$ cat src/rtl/psx_pad_frame_to_hid_report_assert.svh
// assertion macros for the controller poll to gamepad report converter
`ifndef PSX_PAD_FRAME_TO_HID_REPORT_ASSERT_SVH
`define PSX_PAD_FRAME_TO_HID_REPORT_ASSERT_SVH

// same-cycle implication, checked out of reset
`define PSX_ASSERT_NOW(label, ante, cons) \
	label: assert property (@(posedge clk) disable iff (!arst_n) (ante) |-> (cons)) \
		else $error("psx frame converter: same-cycle check failed");

// next-cycle implication, checked out of reset
`define PSX_ASSERT_NEXT(label, ante, cons) \
	label: assert property (@(posedge clk) disable iff (!arst_n) (ante) |=> (cons)) \
		else $error("psx frame converter: next-cycle check failed");

`endif

$ cat src/rtl/psxhid_pkg.sv
// shared types, constants and report mapping for the controller poll converter
`default_nettype none

package psxhid_pkg;

	// one exchanged byte pair of a poll
	typedef struct packed {
		logic [7:0] command_byte;
		logic [7:0] reply_byte;
		logic       ack_seen;
	} pad_req_t;

	// frame outcome codes
	typedef enum logic [1:0] {
		ST_UPDATED   = 2'd0,
		ST_NO_UPDATE = 2'd1,
		ST_ABORTED   = 2'd2
	} frame_status_t;

	// one gamepad report
	typedef struct packed {
		frame_status_t frame_status;
		logic          newly_connected;
		logic [3:0]    device_id;
		logic [3:0]    hat_code;
		logic [9:0]    button_bits;
		logic [7:0]    left_x;
		logic [7:0]    left_y;
		logic [7:0]    right_x;
		logic [7:0]    right_y;
		logic [7:0]    l2_level;
		logic [7:0]    r2_level;
	} hid_rpt_t;

	localparam logic [3:0]  ID_NONE      = 4'hF;
	localparam logic [7:0]  MODE_READ    = 8'h42;
	localparam logic [7:0]  MODE_CONFIG  = 8'h43;
	localparam logic [7:0]  REPLY_CFG    = 8'hF3;
	localparam logic [7:0]  STORE_RESET  = 8'hFF;
	localparam logic [7:0]  STICK_CENTER = 8'h80;
	localparam logic [7:0]  TRIG_FULL    = 8'hFF;
	localparam logic [15:0] BTN_RELEASED = 16'hFFFF;
	localparam logic [3:0]  HAT_CENTER   = 4'd8;
	localparam int unsigned START_LEN    = 5;

	// active-low bit positions in the stored button word
	localparam int unsigned B_L2  = 0;
	localparam int unsigned B_R2  = 1;
	localparam int unsigned B_L1  = 2;
	localparam int unsigned B_R1  = 3;
	localparam int unsigned B_TRI = 4;
	localparam int unsigned B_CIR = 5;
	localparam int unsigned B_CRO = 6;
	localparam int unsigned B_SQU = 7;
	localparam int unsigned B_SEL = 8;
	localparam int unsigned B_L3  = 9;
	localparam int unsigned B_R3  = 10;
	localparam int unsigned B_STA = 11;
	localparam int unsigned B_UP  = 12;
	localparam int unsigned B_RT  = 13;
	localparam int unsigned B_DN  = 14;
	localparam int unsigned B_LT  = 15;

	// d-pad to hat direction, opposing presses cancel
	function automatic logic [3:0] hat_of(input logic [15:0] btn);
		logic u, r, d, l, ro, lo;
		logic [3:0] h;
		u  = ~btn[B_UP];
		r  = ~btn[B_RT];
		d  = ~btn[B_DN];
		l  = ~btn[B_LT];
		ro = r & ~l;
		lo = l & ~r;
		if (u && !d) begin
			h = ro ? 4'd1 : (lo ? 4'd7 : 4'd0);
		end else if (d && !u) begin
			h = ro ? 4'd3 : (lo ? 4'd5 : 4'd4);
		end else if (ro) begin
			h = 4'd2;
		end else if (lo) begin
			h = 4'd6;
		end else begin
			h = HAT_CENTER;
		end
		return h;
	endfunction

	// remap active-low pad buttons into active-high report order
	function automatic logic [9:0] map_buttons(input logic [15:0] btn);
		logic [9:0] b;
		b[0] = ~btn[B_CRO];
		b[1] = ~btn[B_CIR];
		b[2] = ~btn[B_SQU];
		b[3] = ~btn[B_TRI];
		b[4] = ~btn[B_L1];
		b[5] = ~btn[B_R1];
		b[6] = ~btn[B_SEL];
		b[7] = ~btn[B_STA];
		b[8] = ~btn[B_L3];
		b[9] = ~btn[B_R3];
		return b;
	endfunction

endpackage

`default_nettype wire

$ cat src/rtl/psx_pad_frame_to_hid_report.sv
// controller poll byte stream to gamepad report converter, top level
//
//  channel | dir | handshake           | payload
//  --------+-----+---------------------+-----------------------------
//  pad     | in  | pad_valid/pad_stall | psxhid_pkg::pad_req_t
//  hid     | out | hid_valid/hid_stall | psxhid_pkg::hid_rpt_t
//
// one request per cycle while pad_stall is low; a request that ends a frame passes the
// input register, then the frame logic, into the result register
// reset returns position, length, stored id, buttons, sticks and reply bytes to start values
// the input register holds a request only while a result waits in the
// result register; requests that end no frame pass through regardless
`default_nettype none

module psx_pad_frame_to_hid_report #(
	parameter int unsigned MAX_FRAME_BYTES = 21
) (
	input  wire                        clk,
	input  wire                        arst_n,
	input  wire                        pad_valid,
	output logic                       pad_stall,
	input  wire psxhid_pkg::pad_req_t  pad_req,
	output logic                       hid_valid,
	input  wire                        hid_stall,
	output psxhid_pkg::hid_rpt_t       hid_rpt
);

	localparam int unsigned FB_W = $clog2(MAX_FRAME_BYTES + 1);
	localparam logic [5:0]  MAX_W6 = 6'(MAX_FRAME_BYTES);

	// input register
	logic                  valid_s1;
	psxhid_pkg::pad_req_t  req_s1;

	// frame state
	logic [FB_W-1:0] pos_q;
	logic [FB_W-1:0] fb_q;
	logic [7:0]      mode_q;
	logic [7:0]      r1_q;
	logic [7:0]      store_q [6];	// reply bytes 3 to 8
	logic [3:0]      id_q;
	logic [15:0]     btn_q;
	logic [7:0]      stick_q [4];	// right x, right y, left x, left y

	// result register
	logic                  out_valid_q;
	psxhid_pkg::hid_rpt_t  out_q;

	// combinational frame logic
	logic [5:0]      len6;
	logic [FB_W-1:0] len_cap;
	logic [FB_W-1:0] fb_eff;
	logic [FB_W-1:0] pos_inc;
	logic            at_end;
	logic            emits;
	logic            out_free;
	logic            s1_go;
	logic            do_upd;
	logic [7:0]      cur_byte [6];
	logic [3:0]      id_n;
	logic [15:0]     btn_n;
	logic [7:0]      stick_n [4];
	logic            out_aborted;
	psxhid_pkg::hid_rpt_t rpt_n;

	// frame length from reply byte 1
	always_comb begin
		len6    = {1'b0, req_s1.reply_byte[3:0], 1'b0} + 6'd3;
		len_cap = (len6 > MAX_W6) ? FB_W'(MAX_FRAME_BYTES) : FB_W'(len6);
		fb_eff  = (pos_q == FB_W'(1)) ? len_cap : fb_q;
		pos_inc = pos_q + FB_W'(1);
		at_end  = (pos_inc == fb_eff);
		emits   = at_end || !req_s1.ack_seen;
	end

	// flow control
	assign out_free  = !out_valid_q || !hid_stall;
	assign s1_go     = valid_s1 && (!emits || out_free);
	assign pad_stall = valid_s1 && !s1_go;

	// next state at a completed frame
	always_comb begin
		for (int i = 0; i < 6; i++) begin
			cur_byte[i] = (pos_q == FB_W'(i + 3)) ? req_s1.reply_byte : store_q[i];
		end
		do_upd = at_end && (mode_q == psxhid_pkg::MODE_READ ||
			mode_q == psxhid_pkg::MODE_CONFIG) && (r1_q != psxhid_pkg::REPLY_CFG);
		id_n  = do_upd ? r1_q[7:4] : id_q;
		btn_n = do_upd ? {cur_byte[0], cur_byte[1]} : btn_q;
		for (int i = 0; i < 4; i++) begin
			stick_n[i] = (do_upd && (FB_W'(i + 5) < fb_q)) ? cur_byte[i + 2] : stick_q[i];
		end
	end

	// report built from the post-update state
	always_comb begin
		rpt_n = '0;
		if (!at_end) begin
			rpt_n.frame_status = psxhid_pkg::ST_ABORTED;
		end else if (do_upd) begin
			rpt_n.frame_status = psxhid_pkg::ST_UPDATED;
		end else begin
			rpt_n.frame_status = psxhid_pkg::ST_NO_UPDATE;
		end
		rpt_n.newly_connected = do_upd && (id_q == psxhid_pkg::ID_NONE) &&
			(id_n != psxhid_pkg::ID_NONE);
		rpt_n.device_id = id_n;
		if (id_n == psxhid_pkg::ID_NONE) begin
			rpt_n.hat_code    = psxhid_pkg::HAT_CENTER;
			rpt_n.button_bits = '0;
			rpt_n.left_x      = psxhid_pkg::STICK_CENTER;
			rpt_n.left_y      = psxhid_pkg::STICK_CENTER;
			rpt_n.right_x     = psxhid_pkg::STICK_CENTER;
			rpt_n.right_y     = psxhid_pkg::STICK_CENTER;
			rpt_n.l2_level    = '0;
			rpt_n.r2_level    = '0;
		end else begin
			rpt_n.hat_code    = psxhid_pkg::hat_of(btn_n);
			rpt_n.button_bits = psxhid_pkg::map_buttons(btn_n);
			rpt_n.left_x      = stick_n[2];
			rpt_n.left_y      = stick_n[3];
			rpt_n.right_x     = stick_n[0];
			rpt_n.right_y     = stick_n[1];
			rpt_n.l2_level    = btn_n[psxhid_pkg::B_L2] ? 8'h00 : psxhid_pkg::TRIG_FULL;
			rpt_n.r2_level    = btn_n[psxhid_pkg::B_R2] ? 8'h00 : psxhid_pkg::TRIG_FULL;
		end
	end

	// input register control
	always_ff @(posedge clk or negedge arst_n) begin
		if (!arst_n) begin
			valid_s1 <= 1'b0;
		end else if (!pad_stall) begin
			valid_s1 <= pad_valid;
		end
	end

	// input register payload
	always_ff @(posedge clk) begin
		if (!pad_stall && pad_valid) begin
			req_s1 <= pad_req;
		end
	end

	// frame state update
	always_ff @(posedge clk or negedge arst_n) begin
		if (!arst_n) begin
			pos_q  <= '0;
			fb_q   <= FB_W'(psxhid_pkg::START_LEN);
			mode_q <= '0;
			r1_q   <= psxhid_pkg::STORE_RESET;
			id_q   <= psxhid_pkg::ID_NONE;
			btn_q  <= psxhid_pkg::BTN_RELEASED;
			for (int i = 0; i < 6; i++) begin
				store_q[i] <= psxhid_pkg::STORE_RESET;
			end
			for (int i = 0; i < 4; i++) begin
				stick_q[i] <= psxhid_pkg::STICK_CENTER;
			end
		end else if (s1_go) begin
			if (pos_q == FB_W'(1)) begin
				r1_q   <= req_s1.reply_byte;
				mode_q <= req_s1.command_byte;
			end
			for (int i = 0; i < 6; i++) begin
				store_q[i] <= cur_byte[i];
			end
			id_q  <= id_n;
			btn_q <= btn_n;
			for (int i = 0; i < 4; i++) begin
				stick_q[i] <= stick_n[i];
			end
			if (emits) begin
				pos_q <= '0;
				fb_q  <= FB_W'(psxhid_pkg::START_LEN);
			end else begin
				pos_q <= pos_inc;
				fb_q  <= fb_eff;
			end
		end
	end

	// result register control
	always_ff @(posedge clk or negedge arst_n) begin
		if (!arst_n) begin
			out_valid_q <= 1'b0;
		end else if (s1_go && emits) begin
			out_valid_q <= 1'b1;
		end else if (!hid_stall) begin
			out_valid_q <= 1'b0;
		end
	end

	// result register payload
	always_ff @(posedge clk) begin
		if (s1_go && emits) begin
			out_q <= rpt_n;
		end
	end

	assign hid_valid = out_valid_q;
	assign hid_rpt   = out_q;

	// aborted report on the output
	assign out_aborted = out_valid_q && (out_q.frame_status == psxhid_pkg::ST_ABORTED);

	`include "psx_pad_frame_to_hid_report_assert.svh"

	`PSX_ASSERT_NOW(a_pos_in_frame, 1'b1, pos_q < fb_q)
	`PSX_ASSERT_NOW(a_len_capped, 1'b1, fb_q <= FB_W'(MAX_FRAME_BYTES))
	`PSX_ASSERT_NOW(a_abort_not_new, out_aborted, !out_q.newly_connected)
	`PSX_ASSERT_NEXT(a_result_loaded, s1_go && emits, out_valid_q)

endmodule

`default_nettype wire
$ cat config.mk
export PLATFORM = sky130hd
export DESIGN_NAME = psx_pad_frame_to_hid_report
export DESIGN_NICKNAME = d
export VERILOG_FILES = /design/src/rtl/psxhid_pkg.sv /design/src/rtl/psx_pad_frame_to_hid_report.sv
export VERILOG_INCLUDE_DIRS = /design/src /design/src/rtl
export SDC_FILE = /design/constraint.sdc
export NUM_CORES = 1
export LEC_CHECK = 0
export BUFFER_PORTS_ARGS = -buffer_cell sky130_fd_sc_hd__buf_4
export CAP_MARGIN = 20
export CORE_UTILIZATION = 35
export CTS_CLUSTER_DIAMETER = 50
export DETAILED_ROUTE_END_ITERATION = 10
export PLACE_DENSITY = 0.56
export SETUP_SLACK_MARGIN = 0.3
export SLEW_MARGIN = 20
export SYNTH_ARGS = -nofsm -noshare
export SYNTH_HDL_FRONTEND = slang
export SYNTH_SLANG_ARGS = --single-unit
$ cat constraint.sdc
create_clock -name clk -period 5.11 [get_ports clk]
set_input_delay 1.022 -clock clk [delete_from_list [all_inputs] [get_ports clk]]
set_output_delay 1.022 -clock clk [all_outputs]
set_load 0.02 [all_outputs]
==> impl_metrics.toml <==
[layout]
antennaDiodeCount = 0
post-route-util = 0.415
nets = 816
drive_gt1_frac = 0.508
syn2layout_area_growth_pct = 16.5

[run_status]
status = "complete, no violations"

[yosys]
ys_warn_count = 0
synth_commonest_cells = "mux2_2, dfstp_2, edfxtp_1, dfrtp_1, mux2i_1"
yosysTopAreaCell = "dfstp_2"
synthCells = 716
synthFlopType = "dfstp_2"
netlist_area_sq_um = 9590
avgSynthCellArea_sq_um = 13.4
async_flop_share = 0.641
yosys.cell_count.top_type = "mux2_2"
synth_top_area_frac = 0.225
ys_seq_area_frac = 0.564
synth_nets = 746
synth_edf_count = 71
synth-seq-cells = 198
synth_area_leaders = "dfstp_2, edfxtp_1, mux2_2"
synth_cell_type_count = 70

[timing]
slew_headroom = 0.406
tns_ns = 0
rsz0062_at_grt = "no"
max_freq_mhz = 233
finalCritPeriodShare = 0.839
drv_slew = 0
fin_worst_skew_ns = 0.0105
tightest_slew_ns = 0.891
hold_viol = 0
period_minus_slack_ns = 4.29
setup_viol = 0

[cts]
postCtsSetupRepairBufs = 0
cts_tree = "yes"
cts_resized = 0
clk_latency_ns = 0.44
cts_root_buf = "clkbuf_16"
cts_num_sinks = 198
cts_buffers = 17
cts-hold-fix-buffers = 0
h-tree-depth = 4
cts_buffer_depth = 2
clk_pin_slew_worst_paths_ns = 0.08

[routing]
wl_per_cell_um = 18.8
via_count = 5829
initialDrtViolationCount = 374
vias_per_cell = 5.11
antenna_left = 0
drc_errors = 0
wirelength_um = 21500
drt_first_pass_iters = 4

[min_path]
min_to = "btn_q[0]"
hold_start = "btn_q[0]"
hp-class = "reg2reg"
whs_path_depth = 2

[worst_setup_path]
rrSetupSlack_ns = 1.15
startpoint_type = "flop"
cp.required_ns = 4.09
worstPathMaxFanout = 11
r2r-end = "hid_rpt[59]"
critPathArrivalTime_ns = 3.27
r2r_cells = 13
crit_type = "reg2out"
critPathCaptureType = "output pin"
rr_startpoint = "req_s1[1]"

[global_route]
grt_remaining_overflow = 0
antenna_found_initial = 0
grt_pass1_vias = 5888
grt_pass1_wl_um = 34100
grt_max_degree = 49
grtUsageTotal = 0.159

[power_and_ir_drop]
power_density_nw_per_um2 = 482
leakagePower_nw = 4.50
worst_ir_drop_vdd_mv = 0.203

[floorplan]
die_h_um = 168
dieArea_sq_um = 28100
core-area_sq_um = 27000
boundaryPins = 92
die_x_um = 168
rows = 60
initial_core_util = 0.356

[run]
max_cap_violations = 0

[placed_design]
place.gp.congestion = 0.802
place.port_buffers = 90
hpwl_um = 13600
[registers in the layout, indices dropped and copies added (netlist names)]
name and flops:
store_q 48, pos_q 5, r1_q 8, btn_q 16, req_s1 16, stick_q 32
hid_valid 1, valid_s1 1, fb_q 5, id_q 4, mode_q 7, hid_rpt 55
[critical path, stage by stage, from the launching register on]
cell and delay, ns:
edfxtp_1 0.67, ha_1 0.30, nand2b_1 0.12, mux2i_1 0.09, buf_4 0.21, o31a_2 0.36, xnor2_2 0.43, o31ai_1 0.13
buf_4 0.17, nand4_1 0.12, inv_1 0.06, buf_4 0.15
[where the power goes]
group | total [mW] | switching [mW] | internal (mW)
registers | 2.39 | 0.212 | 2.18
logic | 1.59 | 0.894 | 0.701
clock network | 1.39 | 0.642 | 0.749
[per-layer routing]
layer  share of wire  global-route usage  vias to the layer above
li1                -                   -                     2750
met3           0.035              0.0298                       19
met5               0                   0                        -
met2            0.48               0.260                      106
met1            0.47               0.215                     2954
met4           0.015              0.0467                        0
[placed cells by master, fill, tap and decap left out, types with 4 or more instances in the layout]
cell type  synthesis  final
clkbuf_16          0     17
o21ai_0           15     14
and2_1            17     17
xor2_1             7      7
nand3_1           23     23
inv_1             21     21
nand2b_1           6      6
nor2b_1            5      5
edfxtp_1          71     71
a211oi_1          21     21
and3_1             4      4
o21ai_4            3      4
inv_8              0      4
dfstp_2           82     82
a21oi_1           25     24
nand3b_1           6      6
o21ai_2            5      5
dfrtp_1           45     45
nand4_1            6      6
buf_4             17    107
nor2_1            20     20
mux2i_1           31     31
mux2_2           149    149
ha_1               9      9
nand2_1           20     20
[cell type report]
type                            count  area, sq um
Fill cell                        2494        15800
Sequential cell                   198         5410
Multi-Input combinational cell    440         3830
Timing Repair Buffer              108          823
Clock buffer                       18          439
Tap cell                          341          427
Clock inverter                     14          164
Inverter                           21         78.8
[cells by family after synthesis]
| kind of cell | Yosys count | share of synthesized area |
|---|---|---|
| DFF | 198 | 0.564 |
| muxes | 183 | 0.212 |
| and+or+nand+nor | 130 | 0.0753 |
| AOI/OAI and AO/OA | 108 | 0.0871 |
| buffers and inverters | 78 | 0.0400 |
| xor gates and xnor gates | 10 | 0.00991 |
| adders and majority gates | 9 | 0.0117 |
[worst max path at each step]
stage,start,to,slack [ns],cells after the start
detailed placement,req_s1[1],hid_rpt[59],1.20,13
floorplan,pos_q[1],hid_rpt[14],0.82,8
global placement,req_s1[1],hid_rpt[59],1.25,13
global route,req_s1[1],pad_stall,0.59,11
CTS,req_s1[1],pad_stall,0.82,11
finish,req_s1[1],pad_stall,0.82,11
[per-stage QoR]
step | hold slack [ns] | setup slack (ns) | total power, mW | cell area [sq um] | std cells
6_report | 0.469 | 0.820 | 5.38 | 11200 | 1140
5_1_grt | 0.491 | 0.594 | 5.67 | 11200 | 1140
4_1_cts | 0.471 | 0.819 | 5.44 | 11200 | 1140
3_5_place_dp | 0.458 | 1.20 | 4.03 | 10600 | 1108
3_3_place_gp | 0.456 | 1.25 | 4.00 | 10600 | 1108
2_1_floorplan | 0.445 | 0.818 | 3.57 | 9600 | 716
Power figures use the tool's default switching activity.
